===== config.mk =====
export PLATFORM = sky130hd
export DESIGN_NAME = midi_track_event_parser_core
export DESIGN_NICKNAME = d
export VERILOG_FILES = /design/src/rtl/midi_tep_pkg.sv /design/src/rtl/midi_tep_parser.sv /design/src/rtl/midi_track_event_parser_core.sv
export SDC_FILE = /design/constraint.sdc
export NUM_CORES = 1
export LEC_CHECK = 0
export BUFFER_PORTS_ARGS = -buffer_cell sky130_fd_sc_hd__buf_2
export CAP_MARGIN = 20
export CORE_MARGIN = 3
export CORE_UTILIZATION = 67
export CTS_BUF_LIST = sky130_fd_sc_hd__clkbuf_4
export CTS_CLUSTER_SIZE = 8
export DETAILED_ROUTE_END_ITERATION = 8
export GPL_TIMING_DRIVEN = 0
export PLACE_DENSITY = 0.88
export SLEW_MARGIN = 20
export SYNTH_ARGS = -nofsm -noshare
export SYNTH_HDL_FRONTEND = slang
export SYNTH_SLANG_ARGS = --single-unit
export TNS_END_PERCENT = 50

===== constraint.sdc =====
create_clock -name clk_i -period 11.8 [get_ports clk_i]
set_input_delay 1.18 -clock clk_i [delete_from_list [all_inputs] [get_ports clk_i]]
set_output_delay 1.18 -clock clk_i [all_outputs]
set_load 0.01 [all_outputs]

===== src/rtl/midi_tep_pkg.sv =====
// Types and constants for the MIDI track event parser.
// No dependencies; used by every module of the block.
package midi_tep_pkg;

  typedef struct packed {
    logic [7:0] data_byte;
    logic       track_start;
  } in_item_t;

  typedef struct packed {
    logic [6:0]  note_number;
    logic [6:0]  note_velocity;
    logic [3:0]  channel;
    logic [27:0] delta_ticks;
  } out_item_t;

  typedef enum logic [7:0] {
    PH_DELTA     = 8'b0000_0001,
    PH_STATUS    = 8'b0000_0010,
    PH_NOTE      = 8'b0000_0100,
    PH_VELOCITY  = 8'b0000_1000,
    PH_SKIP      = 8'b0001_0000,
    PH_META_TYPE = 8'b0010_0000,
    PH_META_LEN  = 8'b0100_0000,
    PH_SYSEX     = 8'b1000_0000
  } phase_e;

  localparam int unsigned QtyWidth = 28;

  localparam logic [7:0] StatusSysFirst = 8'hF0;
  localparam logic [7:0] StatusMeta     = 8'hFF;
  localparam logic [7:0] StatusEox      = 8'hF7;

  localparam logic [3:0] KindNoteOn     = 4'h9;
  localparam logic [3:0] KindProgram    = 4'hC;
  localparam logic [3:0] KindPressure   = 4'hD;

endpackage


===== src/rtl/midi_tep_parser.sv =====
// Parser state and next-state logic: one byte per step.
// Depends on midi_tep_pkg.
module midi_tep_parser import midi_tep_pkg::*; (
  input  logic      clk_i,
  input  logic      rst_ni,
  input  logic      step_i,
  input  in_item_t  item_i,
  output logic      res_valid_o,
  output out_item_t res_item_o
);

  phase_e                phase_q, phase_d, phase_cur;
  logic [7:0]            status_q, status_d, status_cur, status_new;
  logic [QtyWidth-1:0]   delta_q, delta_d, delta_cur;
  logic [6:0]            first_q, first_d, first_cur;
  logic [QtyWidth-1:0]   skip_q, skip_d, skip_cur, meta_len;
  logic [7:0]            b;
  logic                  running;

  assign b = item_i.data_byte;

  // track start clears everything before the byte is taken
  always_comb begin
    if (item_i.track_start) begin
      phase_cur  = PH_DELTA;
      status_cur = '0;
      delta_cur  = '0;
      first_cur  = '0;
      skip_cur   = '0;
    end else begin
      phase_cur  = phase_q;
      status_cur = status_q;
      delta_cur  = delta_q;
      first_cur  = first_q;
      skip_cur   = skip_q;
    end
  end

  assign running    = ~b[7];
  assign status_new = running ? status_cur : b;
  assign meta_len   = {skip_cur[QtyWidth-8:0], b[6:0]};

  always_comb begin
    phase_d     = phase_cur;
    status_d    = status_cur;
    delta_d     = delta_cur;
    first_d     = first_cur;
    skip_d      = skip_cur;
    res_valid_o = 1'b0;
    res_item_o  = '{note_number:   first_cur,
                    note_velocity: b[6:0],
                    channel:       status_cur[3:0],
                    delta_ticks:   delta_cur};
    unique case (phase_cur)
      PH_DELTA: begin
        delta_d = {delta_cur[QtyWidth-8:0], b[6:0]};
        if (!b[7]) begin
          phase_d = PH_STATUS;
        end
      end
      PH_STATUS: begin
        if (running && status_cur == '0) begin
          // data byte with no running status is dropped
          phase_d = PH_DELTA;
          delta_d = '0;
          skip_d  = '0;
        end else if (!running && b >= StatusSysFirst) begin
          status_d = '0;
          phase_d  = (b == StatusMeta) ? PH_META_TYPE : PH_SYSEX;
        end else begin
          status_d = status_new;
          if (status_new[7:4] == KindNoteOn) begin
            if (running) begin
              first_d = b[6:0];
              phase_d = PH_VELOCITY;
            end else begin
              phase_d = PH_NOTE;
            end
          end else if (status_new[7:4] == KindProgram ||
                       status_new[7:4] == KindPressure) begin
            if (running) begin
              phase_d = PH_DELTA;
              delta_d = '0;
              skip_d  = '0;
            end else begin
              skip_d  = QtyWidth'(1);
              phase_d = PH_SKIP;
            end
          end else begin
            skip_d  = running ? QtyWidth'(1) : QtyWidth'(2);
            phase_d = PH_SKIP;
          end
        end
      end
      PH_NOTE: begin
        first_d = b[6:0];
        phase_d = PH_VELOCITY;
      end
      PH_VELOCITY: begin
        res_valid_o = (b[6:0] != '0);
        phase_d     = PH_DELTA;
        delta_d     = '0;
        skip_d      = '0;
      end
      PH_SKIP: begin
        skip_d = skip_cur - QtyWidth'(1);
        if (skip_d == '0) begin
          phase_d = PH_DELTA;
          delta_d = '0;
        end
      end
      PH_META_TYPE: begin
        skip_d  = '0;
        phase_d = PH_META_LEN;
      end
      PH_META_LEN: begin
        skip_d = meta_len;
        if (!b[7]) begin
          if (meta_len == '0) begin
            phase_d = PH_DELTA;
            delta_d = '0;
          end else begin
            phase_d = PH_SKIP;
          end
        end
      end
      PH_SYSEX: begin
        if (b == StatusEox) begin
          phase_d = PH_DELTA;
          delta_d = '0;
          skip_d  = '0;
        end
      end
      default: begin
        phase_d = PH_DELTA;
      end
    endcase
  end

  always_ff @(posedge clk_i or negedge rst_ni) begin
    if (!rst_ni) begin
      phase_q  <= PH_DELTA;
      status_q <= '0;
      delta_q  <= '0;
      first_q  <= '0;
      skip_q   <= '0;
    end else if (step_i) begin
      phase_q  <= phase_d;
      status_q <= status_d;
      delta_q  <= delta_d;
      first_q  <= first_d;
      skip_q   <= skip_d;
    end
  end

endmodule


===== src/rtl/midi_track_event_parser_core.sv =====
// MIDI track event parser: takes one track byte per cycle, back to back. A byte is captured in
// the input register, the parser state machine decodes it, and a note-on result lands in the result
// register, so a result is valid once its last byte has passed the input and result registers.
// Throughput is one byte per clock while the result side is free; the input
// stalls only while the result register is full and the output side stalls.
module midi_track_event_parser_core import midi_tep_pkg::*; (
  input  logic      clk_i,
  input  logic      rst_ni,
  input  logic      in_valid_i,
  output logic      in_stall_o,
  input  in_item_t  in_item_i,
  output logic      out_valid_o,
  input  logic      out_stall_i,
  output out_item_t out_item_o
);

  logic      in_valid_q;
  in_item_t  in_item_q;
  logic      out_valid_q;
  out_item_t out_item_q;
  logic      out_free;
  logic      advance;
  logic      res_valid;
  out_item_t res_item;

  assign out_free   = ~out_valid_q | ~out_stall_i;
  assign advance    = in_valid_q & out_free;
  assign in_stall_o = in_valid_q & ~out_free;

  always_ff @(posedge clk_i or negedge rst_ni) begin
    if (!rst_ni) begin
      in_valid_q <= 1'b0;
    end else if (!in_stall_o) begin
      in_valid_q <= in_valid_i;
    end
  end

  always_ff @(posedge clk_i) begin
    if (!in_stall_o && in_valid_i) begin
      in_item_q <= in_item_i;
    end
  end

  midi_tep_parser u_parser (
    .clk_i       (clk_i),
    .rst_ni      (rst_ni),
    .step_i      (advance),
    .item_i      (in_item_q),
    .res_valid_o (res_valid),
    .res_item_o  (res_item)
  );

  always_ff @(posedge clk_i or negedge rst_ni) begin
    if (!rst_ni) begin
      out_valid_q <= 1'b0;
    end else if (out_free) begin
      out_valid_q <= advance & res_valid;
    end
  end

  always_ff @(posedge clk_i) begin
    if (advance && res_valid) begin
      out_item_q <= res_item;
    end
  end

  assign out_valid_o = out_valid_q;
  assign out_item_o  = out_item_q;

endmodule


==> results of run 1 <==
-- cells in the mapped netlist, types with 6 or more instances --
library cell / count
dfrtp_1: 80
edfxtp_1: 55
nand2_1: 48
nor2b_1: 46
a22o_1: 44
o21ai_0: 44
clkbuf_1: 42
nor2_1: 34
a21oi_1: 25
nor3_1: 21
a22oi_1: 16
nor4_1: 16
nand3_1: 15
inv_1: 11
nand4_1: 9
a31oi_1: 7
or3_1: 7
a21o_1: 6
o31ai_1: 6
xnor2_1: 6
-- worst paths after layout --
path                                     start                    to  slack [ns]  cells past startpoint
max                               in_item_q[0]  u_parser.delta_q[22]        6.07                     15
max in group asynchronous               rst_ni  u_parser.status_q[1]       10.70                      2
max reg2reg                       in_item_q[0]  u_parser.delta_q[22]        6.07                     15
min                                     rst_ni   u_parser.skip_q[26]        0.49                      1
min reg2reg                u_parser.first_q[6]   u_parser.first_q[6]        0.51                      1
min in group clk_i         u_parser.first_q[6]   u_parser.first_q[6]        0.51                      1
-- area by class of cell --
| type | instances | area share, % |
|---|---|---|
| Sequential cell | 136 | 48.3 |
| Multi-Input combinational cell | 442 | 37.7 |
| Timing Repair Buffer | 62 | 4.70 |
| Buffer | 51 | 2.94 |
| Tap cell | 133 | 2.18 |
| Clock inverter | 15 | 1.89 |
| Clock buffer | 17 | 1.67 |
| Inverter | 13 | 0.640 |
-- kinds of logic after synthesis --
family	after synthesis	synth area share [%]
compound gates	192	20.3
mux	3	0.459
xor+xnor	8	1.03
flops	136	54.0
simple gates	234	19.3
fa+ha+maj	5	0.918
buf+inv	64	4.00
-- layout by cell type (no fill, tap or decap), drive strengths merged, types with 4 or more instances in the layout --
cell	count
nor3	22
or4	5
a31oi	7
xnor2	6
edfxtp	55
nor2	34
buf	71
inv	16
or3	7
clkbuf	59
ha	5
a22o	44
nand4	9
nor2b	46
nor4	17
o21ai	46
clkinv	10
o41ai	4
a21o	6
o31ai	6
dfrtp	80
nand3	15
nand2	48
nand3b	5
a21oi	25
nor4b	6
a22oi	16
a211o	4
-- routing by layer --
| metal | track usage, % | up-vias | routed length (um) | share of wire [%] |
|---|---|---|---|---|
| li1 | - | 2584 | - | - |
| met5 | 0 | - | 0 | 0 |
| met3 | 8.85 | 82 | 2250 | 12 |
| met1 | 47.6 | 2835 | 7350 | 38 |
| met4 | 15.3 | 0 | 726 | 3.8 |
| met2 | 53.1 | 455 | 8790 | 46 |
-- power by group through the flow --
stage / Clock (mW) / Sequential [mW] / Combinational, mW
after floorplan: 0 / 0.553 / 0.148
after global placement: 0 / 0.564 / 0.194
after global routing: 0.315 / 0.562 / 0.226
final: 0.295 / 0.559 / 0.209
after detailed placement: 0 / 0.566 / 0.201
after CTS: 0.297 / 0.556 / 0.203
-- per-stage QoR --
step / std cells / util [%]
after CTS: 869 / 77.6
after global routing: 869 / 77.6
final: 869 / 77.6
after floorplan: 642 / -
after detailed placement: 837 / 74.8
after global placement: 835 / 74.2
-- registers in the layout (all words and copies together), names as in the netlist --
| name | count |
|---|---|
| out_item_o | 46 |
| u_parser.delta_q | 28 |
| u_parser.skip_q | 28 |
| in_item_q | 9 |
| u_parser.phase_q | 8 |
| u_parser.status_q | 8 |
| u_parser.first_q | 7 |
| in_valid_q | 1 |
| out_valid_o | 1 |
==> results_dict.tcl, run 1 <==
set metrics [dict create \
    synthToLayoutAreaGrowth_pct 11.8 \
    clkPwrFrac_pct 27.7 \
    wl_per_cell_um 22.0 \
    skew_ns 0.0245 \
    placed_area_mm2 0.00735 \
    yosysTopAreaCell "dfrtp_1" \
    clkSlewWorstSetupHoldPaths_ns 0.14 \
    cp_num_buf_inv 6 \
    seqPwrFrac_pct 52.6 \
    cts_max_level 4 \
    antenna_left 0 \
    ys_seq_elements 136 \
    grt_pass1_wl_um 30100 \
    pre_cts_ws_ns 6.38 \
    clock-sinks 136 \
    ctsResizeCount 0 \
    num_vias 5956 \
    ir_drop_mv 0.0970 \
    cts_root_buf "clkbuf_4" \
    worstSetupStartpointType "flop" \
    cts_buffers 17 \
    grt_pass1_vias 5623 \
    setup_viol 0 \
    core_area_mm2 0.00982 \
    hold_ws_ns 0.489 \
    status "completed" \
    gp_congestion 0.998 \
    finalMaxSlewViolations 0 \
    drtIter0Drc 804 \
    drc_errors 0 \
    finalCritPeriodShare_pct 48.6 \
    layout_min_cycle_time_ns 5.73 \
    internal_power_mw 0.716 \
    hpwl_um 13100 \
    drive_gt1_share_pct 16.0 \
    path_max_fanout 10 \
    worstSetupEndpointType "flop" \
    antenna_cells 0 \
    cts.path.max_buffers 2 \
    io_pins 61 \
    slowest_delay_ns 0.53 \
    multiInputGateArea_mm2 0.00287 \
    rows 36 \
    grt.overflow.total 0 \
    vias_per_cell 6.85 \
    min_path_type "in -> async" \
    ys_async_sr_fraction_pct 59.6 \
    cap_viol_max_count 0 \
    fin_nets 741 \
    required_ns 12.25 \
    synthCells 642 \
    dieWidth_um 107 \
    p_leak_nw 3.18 \
    path_class "reg -> reg" \
    clk_latency_ns 0.57 \
    grtUsageTotal_pct 34.8 \
    finalHoldViolCount 0 \
    p_total_mw 1.06 \
    ys_types 73 \
    wl_um 19100 \
    firstDrtPassIters 6 \
    die_area_mm2 0.0114 \
    hold_buffers 0 \
    die_y_um 107 \
    fin_area_mm2 0.00762 \
    portBuffers 60 \
    setup_slack_ns 6.07 \
    syn_area_mm2 0.00682 \
    cts_tree "yes" \
    fmax_ghz 0.174 \
    synth_nets 660 \
    slew_headroom_pct 43.7 \
    nFillCells 670 \
    synth.area.top_cells "dfrtp_1, edfxtp_1, a22o_1" \
    synth_top_area_share_pct 29.4 \
    yosys_warnings 0 \
    crit_chain "buf_1 > clkinv_1 > clkbuf_1 > buf_1 > nand2_1 > ha_1 > clkinv_1 > or3_1 > o41ai_1 > nand3_1 > nor4_1 > and4b_4 > o21ai_4 > buf_6 > a22o_1" \
    worstMarginPinSlew_ns 0.837 \
    arrival_ns 6.19 \
    synth_edf_count 55 \
    p_sw_mw 0.346 \
    antenna_found_initial 0 \
    rsz0062_at_grt "no" \
    cpMaxStageDelayCell "edfxtp_1" \
    seq_area_frac_synth_pct 54.0 \
    power_frac_comb_pct 19.7 \
    critPathTopFamily "buffers and inverters" \
    ff_latch_area_mm2 0.00368 \
    grt_max_degree 59 \
    cts_setup_buffers 0 \
    power.density_mw_per_mm2 139 \
    synth_ff_type "dfrtp_1" \
    p_sw_share_pct 32.6 \
    start_util_pct 69.4 \
    syn_area_per_cell_um2 10.6 \
    tns_ns 0 \
]
No activity file was read; power rests on OpenSTA's default activity.
==> inputs of run 2 (changes only) <==
--- a/config.mk
+++ b/config.mk
@@ -5,15 +5,16 @@
 export SDC_FILE = /design/constraint.sdc
 export NUM_CORES = 1
 export LEC_CHECK = 0
+export ABC_AREA = 1
 export BUFFER_PORTS_ARGS = -buffer_cell sky130_fd_sc_hd__buf_2
 export CAP_MARGIN = 20
 export CORE_MARGIN = 3
-export CORE_UTILIZATION = 67
+export CORE_UTILIZATION = 57
 export CTS_BUF_LIST = sky130_fd_sc_hd__clkbuf_4
 export CTS_CLUSTER_SIZE = 8
 export DETAILED_ROUTE_END_ITERATION = 8
 export GPL_TIMING_DRIVEN = 0
-export PLACE_DENSITY = 0.88
+export PLACE_DENSITY = 0.79
 export SLEW_MARGIN = 20
 export SYNTH_ARGS = -nofsm -noshare
 export SYNTH_HDL_FRONTEND = slang
==> constraint.sdc (replaced) <==
create_clock -name clk_i -period 4.8 [get_ports clk_i]
set_input_delay 0.48 -clock clk_i [delete_from_list [all_inputs] [get_ports clk_i]]
set_output_delay 0.48 -clock clk_i [all_outputs]
set_load 0.01 [all_outputs]
==> run 2 against run 1 <==
Clock skew fell by 0.0018 ns. Sequential power rose by 150%. Via count rose by 28%. Critical path depth rose by 4. Design area rose by 18%. Utilization fell by 11 points. Critical endpoint is now u_parser.delta_q[26]. Largest cell class unchanged. Highest routed layer unchanged.
==> results_dict.tcl, run 2 <==
set metrics [dict create \
    die_area_mm2 0.0157 \
    yosys_warnings 0 \
    timing.rr.end "u_parser.delta_q[26]" \
    clock-sinks 136 \
    num_vias 7631 \
    rows 42 \
    grt_max_degree 53 \
    synth_ff_type "dfrtp_1" \
    worstHoldStart "in_item_i[3]" \
    worstMarginPinSlew_ns 0.689 \
    hold_path_end "in_item_q[3]" \
    die_y_um 125 \
    min_path_type "in -> reg" \
    path_class "reg -> reg" \
    synth.area.top_cells "dfrtp_1, edfxtp_1, nand2_1" \
    largest_reg_flops 46 \
    io_pins 61 \
    power.density_mw_per_mm2 314 \
    wl_um 23000 \
    wl_per_cell_um 17.4 \
    ctsResizeCount 0 \
    portBuffers 60 \
    antenna_found_initial 0 \
    drc_errors 0 \
    cts.path.max_buffers 2 \
    worstSetupEndpointType "flop" \
    firstDrtPassIters 6 \
    cts_max_level 4 \
    arrival_ns 3.51 \
    critPathMostFrequentCell "nand2_1" \
    cap_viol_max_count 0 \
    seq_area_frac_synth_pct 45.5 \
    p_total_mw 2.82 \
    synth_nets 1061 \
    finalCritPeriodShare_pct 63.9 \
    slew_headroom_pct 54.1 \
    hold_ws_ns 0.0883 \
    rr_startpoint "in_item_q[0]" \
    grt.overflow.total 0 \
    start_util_pct 59.7 \
    antenna_left 0 \
    p_leak_nw 4.41 \
    ir_drop_mv 0.201 \
    yosysTopAreaCell "dfrtp_1" \
    cts_tree "yes" \
    drive_gt1_share_pct 17.9 \
    skew_ns 0.0227 \
    crit_chain "buf_6 > inv_4 > nand2_1 > ha_1 > nand3_2 > inv_1 > nand3_1 > nand2_1 > nand2_1 > nand2_1 > nor2_1 > nand3_1 > nor2_1 > nand2_1 > nand2_2 > nand3_4 > buf_6 > nand2_2 > a21oi_2" \
    ys_async_sr_fraction_pct 59.6 \
    clkSlewWorstSetupHoldPaths_ns 0.13 \
    layout_min_cycle_time_ns 3.07 \
    cts_buffers 17 \
    cpMaxStageDelayCell "edfxtp_1" \
    drtIter0Drc 1077 \
    finalMaxSlewViolations 0 \
    placed_area_mm2 0.00869 \
    worstSetupStartpointType "flop" \
    hpwl_um 16800 \
    setup_viol 0 \
    syn_area_per_cell_um2 7.75 \
    fmax_ghz 0.326 \
    hold_depth 1 \
    status "completed" \
    fin_area_mm2 0.00899 \
    rsz0062_at_grt "no" \
    synth.most_common_cell "nand2_1" \
    critPathTopFamily "simple AND/OR/NAND/NOR gates" \
    synth_top_area_share_pct 24.8 \
    clk_latency_ns 0.56 \
    grt_pass1_vias 7235 \
    synth.top_cells.by_count "nand2_1, inv_1, nor2_1, dfrtp_1, o21ai_0" \
    crit_start "in_item_q[0]" \
    hold_buffers 1 \
    gp_congestion 1.01 \
    reg2reg_slack_ns 1.73 \
    dieWidth_um 125 \
    slowest_delay_ns 0.42 \
    r2r_cells 19 \
    ys_seq_elements 136 \
    grtUsageTotal_pct 29.8 \
    required_ns 5.24 \
    final_common_cell "nand2_1" \
    synthToLayoutAreaGrowth_pct 11.2 \
    ys_types 47 \
    cp_num_buf_inv 4 \
    core_area_mm2 0.0136 \
    grt_pass1_wl_um 37300 \
    final_cell_mix "nand2_1, inv_1, nor2_1" \
    tns_ns 0 \
    cts_setup_buffers 0 \
    vias_per_cell 5.79 \
    nFillCells 1146 \
    fin_nets 1146 \
    syn_area_mm2 0.00809 \
    synth_edf_count 55 \
    finalHoldViolCount 0 \
    path_max_fanout 10 \
    cts_root_buf "clkbuf_4" \
    synthCells 1043 \
    antenna_cells 0 \
]
## run 2: per-stage QoR
| step | utilization (%) | std cells | setup WS (ns) |
|---|---|---|---|
| finish | 66.3 | 1317 | 1.73 |
| CTS | 66.3 | 1316 | 1.83 |
| global route | 66.3 | 1317 | 1.59 |
| global placement | 63.5 | 1279 | 0.363 |
| detailed placement | 64.1 | 1283 | 1.85 |
| floorplan | - | 1043 | 1.36 |
## run 2: logic make-up after synthesis
logic type / after synthesis / share of synthesized area, %
simple gates: 494 / 27.3
xor+xnor: 2 / 0.217
buf+inv: 196 / 10.1
fa+ha+maj: 5 / 0.774
compound gates: 210 / 16.1
flops: 136 / 45.5
## run 2: where the power goes
| part | switching (mW) | total (mW) | internal [mW] | leakage, nW |
|---|---|---|---|---|
| Combinational | 0.460 | 0.664 | 0.204 | 2.75 |
| Sequential | 0.0630 | 1.37 | 1.31 | 1.51 |
| Clock | 0.463 | 0.788 | 0.325 | 0.150 |
| Total | 0.986 | 2.82 | 1.84 | 4.41 |
## run 2: worst reg2reg max path, stage by stage, from the launching register on
cell	delay, ns
edfxtp_1	0.42
buf_6	0.17
inv_4	0.14
nand2_1	0.17
ha_1	0.25
nand3_2	0.14
inv_1	0.09
nand3_1	0.25
nand2_1	0.11
nand2_1	0.11
nand2_1	0.07
nor2_1	0.15
nand3_1	0.10
nor2_1	0.10
nand2_1	0.10
nand2_2	0.09
nand3_4	0.17
buf_6	0.23
nand2_2	0.07
a21oi_2	0.05
## run 2: cell type report
| class | instances | area [um^2] | share of cell area (%) |
|---|---|---|---|
| plain buffers | 45 | 251 | 2.80 |
| clock inverters | 13 | 145 | 1.61 |
| repair buffers | 66 | 383 | 4.26 |
| inverters | 151 | 569 | 6.33 |
| well taps | 176 | 220 | 2.45 |
| flip-flops and latches | 136 | 3680 | 40.9 |
| clock buffers | 19 | 143 | 1.59 |
| multi-input cells | 711 | 3600 | 40.0 |
## run 2: routing by layer
metal | part of all wire, % | track usage, %
met4 | 3.1 | 10.7
met2 | 44 | 44.3
met1 | 43 | 42.8
met5 | 0 | 0
met3 | 10 | 7.04
## run 2: worst max path at each step
stage                           endpoint  slack, ns  cells after the start
detailed placement   u_parser.delta_q[1]       1.85                     19
finish              u_parser.delta_q[26]       1.73                     19
floorplan                  out_item_o[0]       1.36                      7
CTS                  u_parser.delta_q[1]       1.83                     19
global placement          out_item_o[26]       0.36                      6
global route        u_parser.delta_q[26]       1.59                     19
